`src/rtl/sonf_pkg.sv`:
```
// Shared constants and register indexes for the second-order notch filter.
package sonf_pkg;

    // Sample and configuration widths
    localparam int SAMPLE_W  = 32;
    localparam int PRS_W     = 31;
    localparam int COS_W     = 32;
    localparam int CFG_W     = 32;
    localparam int CFG_IDX_W = 2;

    // Fraction bits of the configuration registers and default coefficient precision
    localparam int REG_FRAC_BITS           = 30;
    localparam int DEFAULT_COEF_FRAC_BITS  = 30;

    // Operand width of the shared signed multiplier
    localparam int MUL_W = 34;

    // Register indexes on the configuration port
    localparam logic [CFG_IDX_W-1:0] REG_POLE_RADIUS_SQUARED = 2'd0;
    localparam logic [CFG_IDX_W-1:0] REG_NOTCH_COSINE        = 2'd1;

    // Coefficient bounds (1.0 in Q2.30)
    localparam logic [PRS_W-1:0]        PRS_MAX = 31'd1073741824;
    localparam logic signed [COS_W-1:0] COS_MAX = 32'sd1073741824;
    localparam logic signed [COS_W-1:0] COS_MIN = -32'sd1073741824;

    // Output sample range
    localparam logic signed [SAMPLE_W-1:0] SAMPLE_MAX = 32'sh7fff_ffff;
    localparam logic signed [SAMPLE_W-1:0] SAMPLE_MIN = 32'sh8000_0000;

endpackage

```
`src/rtl/second_order_notch_filter_core.sv`:
```
// Second-order IIR notch filter core with one shared multiplier under a sequencer.
//
// Channel   Direction  Handshake                     Payload
// sample    in         sample_valid / sample_ready   sample_in
// result    out        result_valid / result_ready   sample_out, clipped
// cfg       in         cfg_we (no wait)              cfg_index, cfg_data
//
// After the accepting idle cycle the single 34x34 signed multiplier is used five times in
// turn, followed by one accumulate step, one round step and one output step, after which
// the core is ready again. The result appears in the cycle after the output step.
// rst_n clears the coefficients and the filter history to zero.
// A result waiting on result_ready holds the core in its output step; the next sample
// may be accepted while the last result is still waiting.
module second_order_notch_filter_core
    import sonf_pkg::*;
#(
    parameter int COEF_FRAC_BITS = DEFAULT_COEF_FRAC_BITS
)
(
    input  logic                        clk,
    input  logic                        rst_n,

    input  logic                        sample_valid,
    output logic                        sample_ready,
    input  logic signed [SAMPLE_W-1:0]  sample_in,

    output logic                        result_valid,
    input  logic                        result_ready,
    output logic signed [SAMPLE_W-1:0]  sample_out,
    output logic                        clipped,

    input  logic                        cfg_we,
    input  logic [CFG_IDX_W-1:0]        cfg_index,
    input  logic [CFG_W-1:0]            cfg_data
);

    // Derived widths and shifts
    localparam int DROP   = REG_FRAC_BITS - COEF_FRAC_BITS;
    localparam int DQ_W   = COEF_FRAC_BITS + 1;
    localparam int CQ_W   = COEF_FRAC_BITS + 2;
    localparam int SUM_W  = COEF_FRAC_BITS + 2;
    localparam int PROD_W = 2 * MUL_W;
    localparam int K      = 2 * COEF_FRAC_BITS + 1;
    localparam int ACC_W  = 2 * COEF_FRAC_BITS + 37;
    localparam int Q_W    = ACC_W - K;
    localparam int HALF_W = SAMPLE_W;
    localparam int DIFF_W = SAMPLE_W + 1;

    typedef enum logic [3:0] {
        S_IDLE,
        S_MUL_A,
        S_MUL_D,
        S_MUL_C,
        S_MUL_LO,
        S_MUL_HI,
        S_ACC,
        S_RND,
        S_OUT
    } state_t;

    state_t                      state_reg, state_next;

    // Configuration registers
    logic [PRS_W-1:0]            prs_reg;
    logic signed [COS_W-1:0]     cos_reg;

    // Filter history
    logic signed [SAMPLE_W-1:0]  x1_reg, x1_next;
    logic signed [SAMPLE_W-1:0]  x2_reg, x2_next;
    logic signed [SAMPLE_W-1:0]  y1_reg, y1_next;
    logic signed [SAMPLE_W-1:0]  y2_reg, y2_next;

    // Output register
    logic                        rv_reg, rv_next;
    logic signed [SAMPLE_W-1:0]  out_reg, out_next;
    logic                        clip_reg, clip_next;

    // Datapath registers
    logic signed [SAMPLE_W-1:0]  x_reg, x_next;
    logic signed [PROD_W-1:0]    prod_reg, prod_next;
    logic signed [ACC_W-1:0]     acc_reg, acc_next;
    logic signed [DIFF_W-1:0]    rhi_reg, rhi_next;
    logic signed [Q_W-1:0]       q_reg, q_next;

    // Combinational helpers
    logic [PRS_W-1:0]            d_cl;
    logic signed [COS_W-1:0]     c_cl;
    logic [DQ_W-1:0]             dq;
    logic signed [CQ_W-1:0]      cq;
    logic [SUM_W-1:0]            coef_sum;
    logic signed [DIFF_W-1:0]    in_sum;
    logic signed [DIFF_W-1:0]    diff;
    logic signed [MUL_W-1:0]     mul_a, mul_b;
    logic signed [ACC_W-1:0]     prod_ext;
    logic signed [ACC_W-1:0]     addend;
    logic signed [Q_W-1:0]       q_trunc;
    logic                        rnd_up;
    logic                        out_free;
    logic                        sat_hi, sat_lo;

    // Clamp and reduce the coefficients
    always_comb
    begin
        d_cl = (prs_reg > PRS_MAX) ? PRS_MAX : prs_reg;
        if (cos_reg > COS_MAX)
        begin
            c_cl = COS_MAX;
        end
        else if (cos_reg < COS_MIN)
        begin
            c_cl = COS_MIN;
        end
        else
        begin
            c_cl = cos_reg;
        end
        dq       = d_cl[PRS_W-1:DROP];
        cq       = c_cl[COS_W-1:DROP];
        coef_sum = (SUM_W'(1) << COEF_FRAC_BITS) + SUM_W'(dq);
        in_sum   = DIFF_W'(x_reg) + DIFF_W'(x2_reg);
        diff     = DIFF_W'(y1_reg) - DIFF_W'(x1_reg);
    end

    // Select multiplier operands per step
    always_comb
    begin
        mul_a = '0;
        mul_b = '0;
        case (state_reg)
            S_MUL_A:
            begin
                mul_a = $signed({{(MUL_W-SUM_W){1'b0}}, coef_sum});
                mul_b = MUL_W'(in_sum);
            end
            S_MUL_D:
            begin
                mul_a = $signed({{(MUL_W-DQ_W){1'b0}}, dq});
                mul_b = MUL_W'(y2_reg);
            end
            S_MUL_C:
            begin
                mul_a = MUL_W'(cq);
                mul_b = MUL_W'(diff);
            end
            S_MUL_LO:
            begin
                mul_a = $signed({{(MUL_W-SUM_W){1'b0}}, coef_sum});
                mul_b = $signed({{(MUL_W-HALF_W){1'b0}}, prod_reg[HALF_W-1:0]});
            end
            S_MUL_HI:
            begin
                mul_a = $signed({{(MUL_W-SUM_W){1'b0}}, coef_sum});
                mul_b = MUL_W'(rhi_reg);
            end
            default:
            begin
                mul_a = '0;
                mul_b = '0;
            end
        endcase
    end

    // Select the shifted product added to the accumulator
    always_comb
    begin
        prod_ext = ACC_W'(prod_reg);
        case (state_reg)
            S_MUL_D:  addend = prod_ext <<< COEF_FRAC_BITS;
            S_MUL_C:  addend = -(prod_ext <<< (COEF_FRAC_BITS + 1));
            S_MUL_HI: addend = prod_ext <<< 1;
            S_ACC:    addend = prod_ext <<< HALF_W + 1;
            default:  addend = '0;
        endcase
    end

    // Truncate toward zero and saturate
    always_comb
    begin
        q_trunc = acc_reg[ACC_W-1:K];
        rnd_up  = acc_reg[ACC_W-1] & (|acc_reg[K-1:0]);
        sat_hi  = q_reg > Q_W'(SAMPLE_MAX);
        sat_lo  = q_reg < Q_W'(SAMPLE_MIN);
    end

    // Sequencer next state and datapath
    always_comb
    begin
        state_next = state_reg;
        x_next     = x_reg;
        x1_next    = x1_reg;
        x2_next    = x2_reg;
        y1_next    = y1_reg;
        y2_next    = y2_reg;
        rv_next    = rv_reg;
        out_next   = out_reg;
        clip_next  = clip_reg;
        rhi_next   = rhi_reg;
        q_next     = q_reg;
        prod_next  = PROD_W'(mul_a * mul_b);
        acc_next   = acc_reg + addend;
        out_free   = !rv_reg || result_ready;

        // Drop the result once taken
        if (rv_reg && result_ready)
        begin
            rv_next = 1'b0;
        end

        case (state_reg)
            S_IDLE:
            begin
                if (sample_valid)
                begin
                    x_next     = sample_in;
                    state_next = S_MUL_A;
                end
            end
            S_MUL_A:
            begin
                acc_next   = '0;
                state_next = S_MUL_D;
            end
            S_MUL_D:
            begin
                state_next = S_MUL_C;
            end
            S_MUL_C:
            begin
                state_next = S_MUL_LO;
            end
            S_MUL_LO:
            begin
                rhi_next   = prod_reg[HALF_W+DIFF_W-1:HALF_W];
                state_next = S_MUL_HI;
            end
            S_MUL_HI:
            begin
                state_next = S_ACC;
            end
            S_ACC:
            begin
                state_next = S_RND;
            end
            S_RND:
            begin
                q_next     = q_trunc + $signed({{(Q_W-1){1'b0}}, rnd_up});
                state_next = S_OUT;
            end
            S_OUT:
            begin
                // Hold until the output register is free
                if (out_free)
                begin
                    if (sat_hi)
                    begin
                        out_next = SAMPLE_MAX;
                    end
                    else if (sat_lo)
                    begin
                        out_next = SAMPLE_MIN;
                    end
                    else
                    begin
                        out_next = q_reg[SAMPLE_W-1:0];
                    end
                    clip_next  = sat_hi || sat_lo;
                    rv_next    = 1'b1;
                    x2_next    = x1_reg;
                    x1_next    = x_reg;
                    y2_next    = y1_reg;
                    y1_next    = out_next;
                    state_next = S_IDLE;
                end
            end
            default:
            begin
                state_next = S_IDLE;
            end
        endcase
    end

    // Hold state, history and registered outputs
    always_ff @(posedge clk or negedge rst_n)
    begin
        if (!rst_n)
        begin
            state_reg <= S_IDLE;
            x1_reg    <= '0;
            x2_reg    <= '0;
            y1_reg    <= '0;
            y2_reg    <= '0;
            rv_reg    <= 1'b0;
            out_reg   <= '0;
            clip_reg  <= 1'b0;
        end
        else
        begin
            state_reg <= state_next;
            x1_reg    <= x1_next;
            x2_reg    <= x2_next;
            y1_reg    <= y1_next;
            y2_reg    <= y2_next;
            rv_reg    <= rv_next;
            out_reg   <= out_next;
            clip_reg  <= clip_next;
        end
    end

    // Advance datapath registers
    always_ff @(posedge clk)
    begin
        x_reg    <= x_next;
        prod_reg <= prod_next;
        acc_reg  <= acc_next;
        rhi_reg  <= rhi_next;
        q_reg    <= q_next;
    end

    // Write configuration registers; ignore unknown indexes
    always_ff @(posedge clk or negedge rst_n)
    begin
        if (!rst_n)
        begin
            prs_reg <= '0;
            cos_reg <= '0;
        end
        else if (cfg_we)
        begin
            case (cfg_index)
                REG_POLE_RADIUS_SQUARED: prs_reg <= cfg_data[PRS_W-1:0];
                REG_NOTCH_COSINE:        cos_reg <= cfg_data[COS_W-1:0];
                default:                 ;
            endcase
        end
    end

    assign sample_ready = (state_reg == S_IDLE);
    assign result_valid = rv_reg;
    assign sample_out   = out_reg;
    assign clipped      = clip_reg;

    // A transaction on the input starts the sequence and blocks further input
    a_accept_busy: assert property (@(posedge clk) disable iff (!rst_n)
        (sample_valid && sample_ready) |=> (!sample_ready && state_reg == S_MUL_A))
        else $error("sample accepted but sequencer did not start");

    // A clipped result carries one of the range bounds
    a_clip_bound: assert property (@(posedge clk) disable iff (!rst_n)
        (result_valid && clipped) |-> (sample_out == SAMPLE_MAX || sample_out == SAMPLE_MIN))
        else $error("clipped result is not a range bound");

    // A new result comes only from the output step and enters the history
    a_result_src: assert property (@(posedge clk) disable iff (!rst_n)
        $rose(result_valid) |-> ($past(state_reg == S_OUT) && y1_reg == sample_out))
        else $error("result not produced by output step or history mismatch");

    // The output step never overwrites a result that is still waiting
    a_no_overwrite: assert property (@(posedge clk) disable iff (!rst_n)
        (state_reg == S_OUT && result_valid && !result_ready) |=>
            (state_reg == S_OUT && $stable(sample_out)))
        else $error("waiting result overwritten");

endmodule
```
`config.mk`:
```
export PLATFORM = sky130hd
export DESIGN_NAME = second_order_notch_filter_core
export DESIGN_NICKNAME = d
export VERILOG_FILES = /design/src/rtl/sonf_pkg.sv /design/src/rtl/second_order_notch_filter_core.sv
export SDC_FILE = /design/constraint.sdc
export NUM_CORES = 2
export LEC_CHECK = 0
export ABC_AREA = 1
export BUFFER_PORTS_ARGS = -buffer_cell sky130_fd_sc_hd__buf_4
export CELL_PAD_IN_SITES_DETAIL_PLACEMENT = 2
export CELL_PAD_IN_SITES_GLOBAL_PLACEMENT = 2
export CORE_MARGIN = 2
export CORE_UTILIZATION = 36
export CTS_BUF_LIST = sky130_fd_sc_hd__clkbuf_4 sky130_fd_sc_hd__clkbuf_8
export CTS_CLUSTER_SIZE = 24
export DETAILED_ROUTE_END_ITERATION = 8
export HOLD_SLACK_MARGIN = 0.03
export PLACE_DENSITY = 0.84
export RECOVER_POWER = 100
export SETUP_SLACK_MARGIN = 0.1
export SYNTH_ARGS = -nofsm -noshare
export SYNTH_HDL_FRONTEND = slang
export SYNTH_SLANG_ARGS = --single-unit
```
`constraint.sdc`:
```
create_clock -name clk -period 7.4 [get_ports clk]
set_input_delay 0.74 -clock clk [delete_from_list [all_inputs] [get_ports clk]]
set_output_delay 0.74 -clock clk [all_outputs]
set_load 0.03 [all_outputs]
```
==> results of run 1 <==
-- through the flow --
| step | std cells | hold WS (ns) | util, % | TNS [ns] | setup slack, ns |
|---|---|---|---|---|---|
| floorplan | 10000 | 0.430 | - | -7.48 | -0.447 |
| global placement | 13700 | 0.467 | 43.2 | -67.47 | -1.53 |
| detailed placement | 13700 | 0.491 | 43.2 | -102.54 | -2.20 |
-- logic make-up after synthesis --
logic type	count (synthesis)	share of synthesized area, %
simple gates	4176	22.9
compound gates	1115	8.37
xor+xnor	96	1.13
buf+inv	2571	13.5
flops	462	15.1
fa+ha+maj	1586	39.0
==> impl_metrics.csv, run 1 <==
group,metric,value,unit
status,status,"did not finish",
status,stop_stage,"clock tree synthesis",
status,error,"[ERROR DPL-0033] detailed placement checks failed during check placement.",
synth,syn_inst,10000,
die,start_util,36.3,%
synth,synth.most_common_cell,"nand2_1",
place,io_buffers,105,
die,die_h,459,um
die,die_x,459,um
synth,syn-num-nets,11700,
clock_tree,cts_buffers,88,
synth,postSynth.topFlopCell,"dfrtp_1",
clock_tree,cts_max_level,3,
die,rows,166,
clock_tree,cts_sinks,462,
place,dp_hpwl,377,mm
clock_tree,ctsHoldBuffers,31,
synth,synth_warnings,0,
clock_tree,cts_resized,853,
synth,ys_types,65,
synth,synth_common_cells,"nand2_1 (2,680), inv_1 (2,219), fa_1 (1,222), nor2_1 (826), o21ai_0 (475)",
synth,synth_edf_count,101,
synth,synthArstFlopShare,42.6,%
synth,ys_ff_latch,462,
clock_tree,cts_setup_buffers,111,
synth,ys_seq_area_share,15.1,%
synth,yosys.area.top_type,"fa_1",
clock_tree,clockBufferDepth,3,
die,io_pins,106,
place,gp_congestion,0.991,
synth,synth_top_cells_by_area,"fa_1 (33%), nand2_1 (14%), inv_1 (11%)",
synth,syn_area_per_cell,7.44,um2
clock_tree,root_buffer,"clkbuf_8",
synth,synth.top_cell.area_share,32.9,%
place,place_area,88700,um2
synth,netlist_area,74500,um2
==> inputs of run 2 (changes only) <==
- CELL_PAD_IN_SITES_DETAIL_PLACEMENT: 2 -> unset
- CELL_PAD_IN_SITES_GLOBAL_PLACEMENT: 2 -> unset
- CORE_UTILIZATION: 36 -> 40
- CTS_BUF_LIST: sky130_fd_sc_hd__clkbuf_4 sky130_fd_sc_hd__clkbuf_8 -> unset
- CTS_CLUSTER_SIZE: 24 -> unset
- HOLD_SLACK_MARGIN: 0.03 -> unset
- PLACE_DENSITY: 0.84 -> unset
- PLACE_DENSITY_LB_ADDON: unset -> 0.15
- SETUP_SLACK_MARGIN: 0.1 -> unset
- clock period: 7.4 -> 9.6 ns (I/O delays scaled with it)
==> run 2 against run 1 <==
  * The flow now finishes, with violations (max-capacitance violations, max-slew violations)
  * Area after synthesis stayed put
  * Synthesized cell count unchanged
==> impl_metrics.csv, run 2 <==
group,metric,value,unit
synth,synthArstFlopShare,42.6,%
timing,fmax,107,MHz
synth,synth.top_cell.area_share,32.9,%
cells_and_area,nFillCells,19300,
timing,setup_viol,0,
place,dp_hpwl,261,mm
clock_tree,cts_buffers,57,
global_route,grt_max_degree,86,
synth,synth_common_cells,"nand2_1 (2,680), inv_1 (2,219), fa_1 (1,222), nor2_1 (826), o21ai_0 (475)",
die,io_pins,106,
worst_setup_path,cp-start-kind,"flop",
worst_setup_path,worstReg2RegEnd,"prod_reg[56]",
die,die_x,435,um
clock_tree,ctsHoldBuffers,0,
synth,ys_types,65,
die,coreArea,185000,um2
place,io_buffers,105,
synth,synth.most_common_cell,"nand2_1",
timing,skew,0.0489,ns
synth,syn_inst,10000,
timing,drv_slew,746,
worst_setup_path,r2r_start,"state_reg[1]",
die,rows,158,
clock_tree,cts.clk_slew.worst_paths,0.07,ns
global_route,gr-total-overflow,0,
worst_setup_path,end_kind,"flop",
worst_setup_path,r2r_cells,30,
synth,synth_edf_count,101,
global_route,track_usage,32.5,%
timing,worst_pin_slew,4.88,ns
clock_tree,root_buffer,"clkbuf_16",
clock_tree,insertion_delay,0.71,ns
place,place_inst,12600,
synth,postSynth.topFlopCell,"dfrtp_1",
place,place_area,79800,um2
clock_tree,cts_max_level,2,
synth,ys_seq_area_share,15.1,%
place,gp_congestion,1.01,
global_route,antenna_found_initial,13,
cells_and_area,drive_gt1_share,6.25,%
cells_and_area,final_nets,11800,
timing,rsz0062_at_grt,"false",
cells_and_area,final_cell_mix,"nand2_1 (2,675), inv_1 (2,217), fa_1 (1,219), nor2_1 (821), o21ai_0 (470)",
route,wl_per_cell,24.2,um
hold_path,hold_path_end,"x_reg[24]",
cells_and_area,final_common_cell,"nand2_1",
status,status,"finished, violations left",
cells_and_area,fin_cells,12700,
global_route,grt_pass1_vias,68100,
route,postRouteAntennaNets,0,
run,max-cap-violations,16,
synth,syn_area_per_cell,7.44,um2
worst_setup_path,crit_arrival,9.85,ns
timing,max_slew_margin,-225,%
worst_setup_path,worst_path_max_delay_cell,"clkbuf_1",
timing,hold_violations,0,
hold_path,min_path_type,"in2reg",
worst_setup_path,r2r_slack,0.24,ns
synth,ys_ff_latch,462,
status,failed_checks,"max-capacitance violations, max-slew violations",
route,first_pass_iters,9,
hold_path,hp-start,"sample_in[24]",
synth,syn-num-nets,11700,
cells_and_area,syn_to_final_growth,9.80,%
global_route,grt_pass1_wl,456,mm
synth,synth_top_cells_by_area,"fa_1 (33%), nand2_1 (14%), inv_1 (11%)",
timing,whs,0.460,ns
route,drc,0,
clock_tree,cts_sinks,462,
timing,period_share,97.5,%
worst_setup_path,cp.required,10.09,ns
clock_tree,cts_tree,"yes",
worst_setup_path,crit_path_max_fanout,32,
synth,yosys.area.top_type,"fa_1",
die,die-area,190000,um2
route,vias,66900,
hold_path,holdPathStages,1,
synth,synth_warnings,0,
synth,netlist_area,74500,um2
die,die_h,435,um
route,drt_wl_total,308,mm
route,routed_via_density,5.27,
worst_setup_path,slowest_delay,1.31,ns
worst_setup_path,critPathKind,"reg2reg",
die,start_util,40.2,%
route,drtIter0Drc,6073,
cells_and_area,largest_reg_flops,96,
timing,post-route-min-period,9.36,ns
cells_and_area,design_area,81800,um2
clock_tree,clockBufferDepth,3,
## run 2: worst max-delay path: cells and delay by family, from the launching register on
family                     cells  cell delay, ns
DFF                            1            0.42
buffers and inverters          9            2.23
AOI/OAI and AO/OA              3            0.75
and+or+nand+nor               10            1.82
adders and majority gates      8            3.91
## run 2: worst max path at each step
stage,startpoint,endpoint,slack (ns),cells after the start
floorplan,sample_out[0],prod_reg[61],1.27,36
global placement,sample_out[12],prod_reg[46],-0.04,32
detailed placement,x_reg[4],prod_reg[46],0.07,35
CTS,sample_out[12],prod_reg[46],0.05,32
global route,state_reg[0],prod_reg[60],0.007,34
finish,state_reg[1],prod_reg[56],0.24,30
## run 2: final cells by class
| type | count | area (um2) | share of cell area [%] |
|---|---|---|---|
| diodes | 1 | 2.50 | 0.00306 |
| repair buffers | 420 | 3570 | 4.37 |
| inverters | 2261 | 8500 | 10.4 |
| multi-input cells | 6973 | 53400 | 65.3 |
| flip-flops and latches | 462 | 11200 | 13.8 |
| clock buffers | 75 | 1600 | 1.95 |
| clock inverters | 33 | 350 | 0.429 |
| well taps | 2480 | 3100 | 3.80 |
## run 2: kinds of logic after synthesis
logic type               synth area share, %
flip-flops                              15.1
AND/OR/NAND/NOR                         22.9
adder cells (fa/ha/maj)                 39.0
AO/OA/AOI/OAI                           8.37
buffers and inverters                   13.5
XOR/XNOR                                1.13
## run 2: layer usage
layer | global-route usage [%] | vias up | wire, um
met1 | 45.9 | 33200 | 136000
li1 | - | 30500 | -
met2 | 50.4 | 2647 | 135000
met5 | 0.101 | - | 61
met3 | 5.13 | 508 | 22500
met4 | 11.5 | 10 | 13800
## run 2: through the flow
step                TNS, ns  setup slack, ns  utilization, %
floorplan                 0             1.27               -
global placement    -0.0364          -0.0364            43.1
detailed placement        0           0.0692            43.1
CTS                       0           0.0542            44.2
global route              0          0.00676            44.1
finish                    0            0.238            44.1
## run 2: repair_timing
item                       CTS  global route
resized for setup            0            71
setup endpoints to repair    0            40
buffers inserted             0             1
Power of run 2 is left out: the tool's default activity adds up to more than one toggle a clock period on the data nets, which glitch-free logic cannot reach.
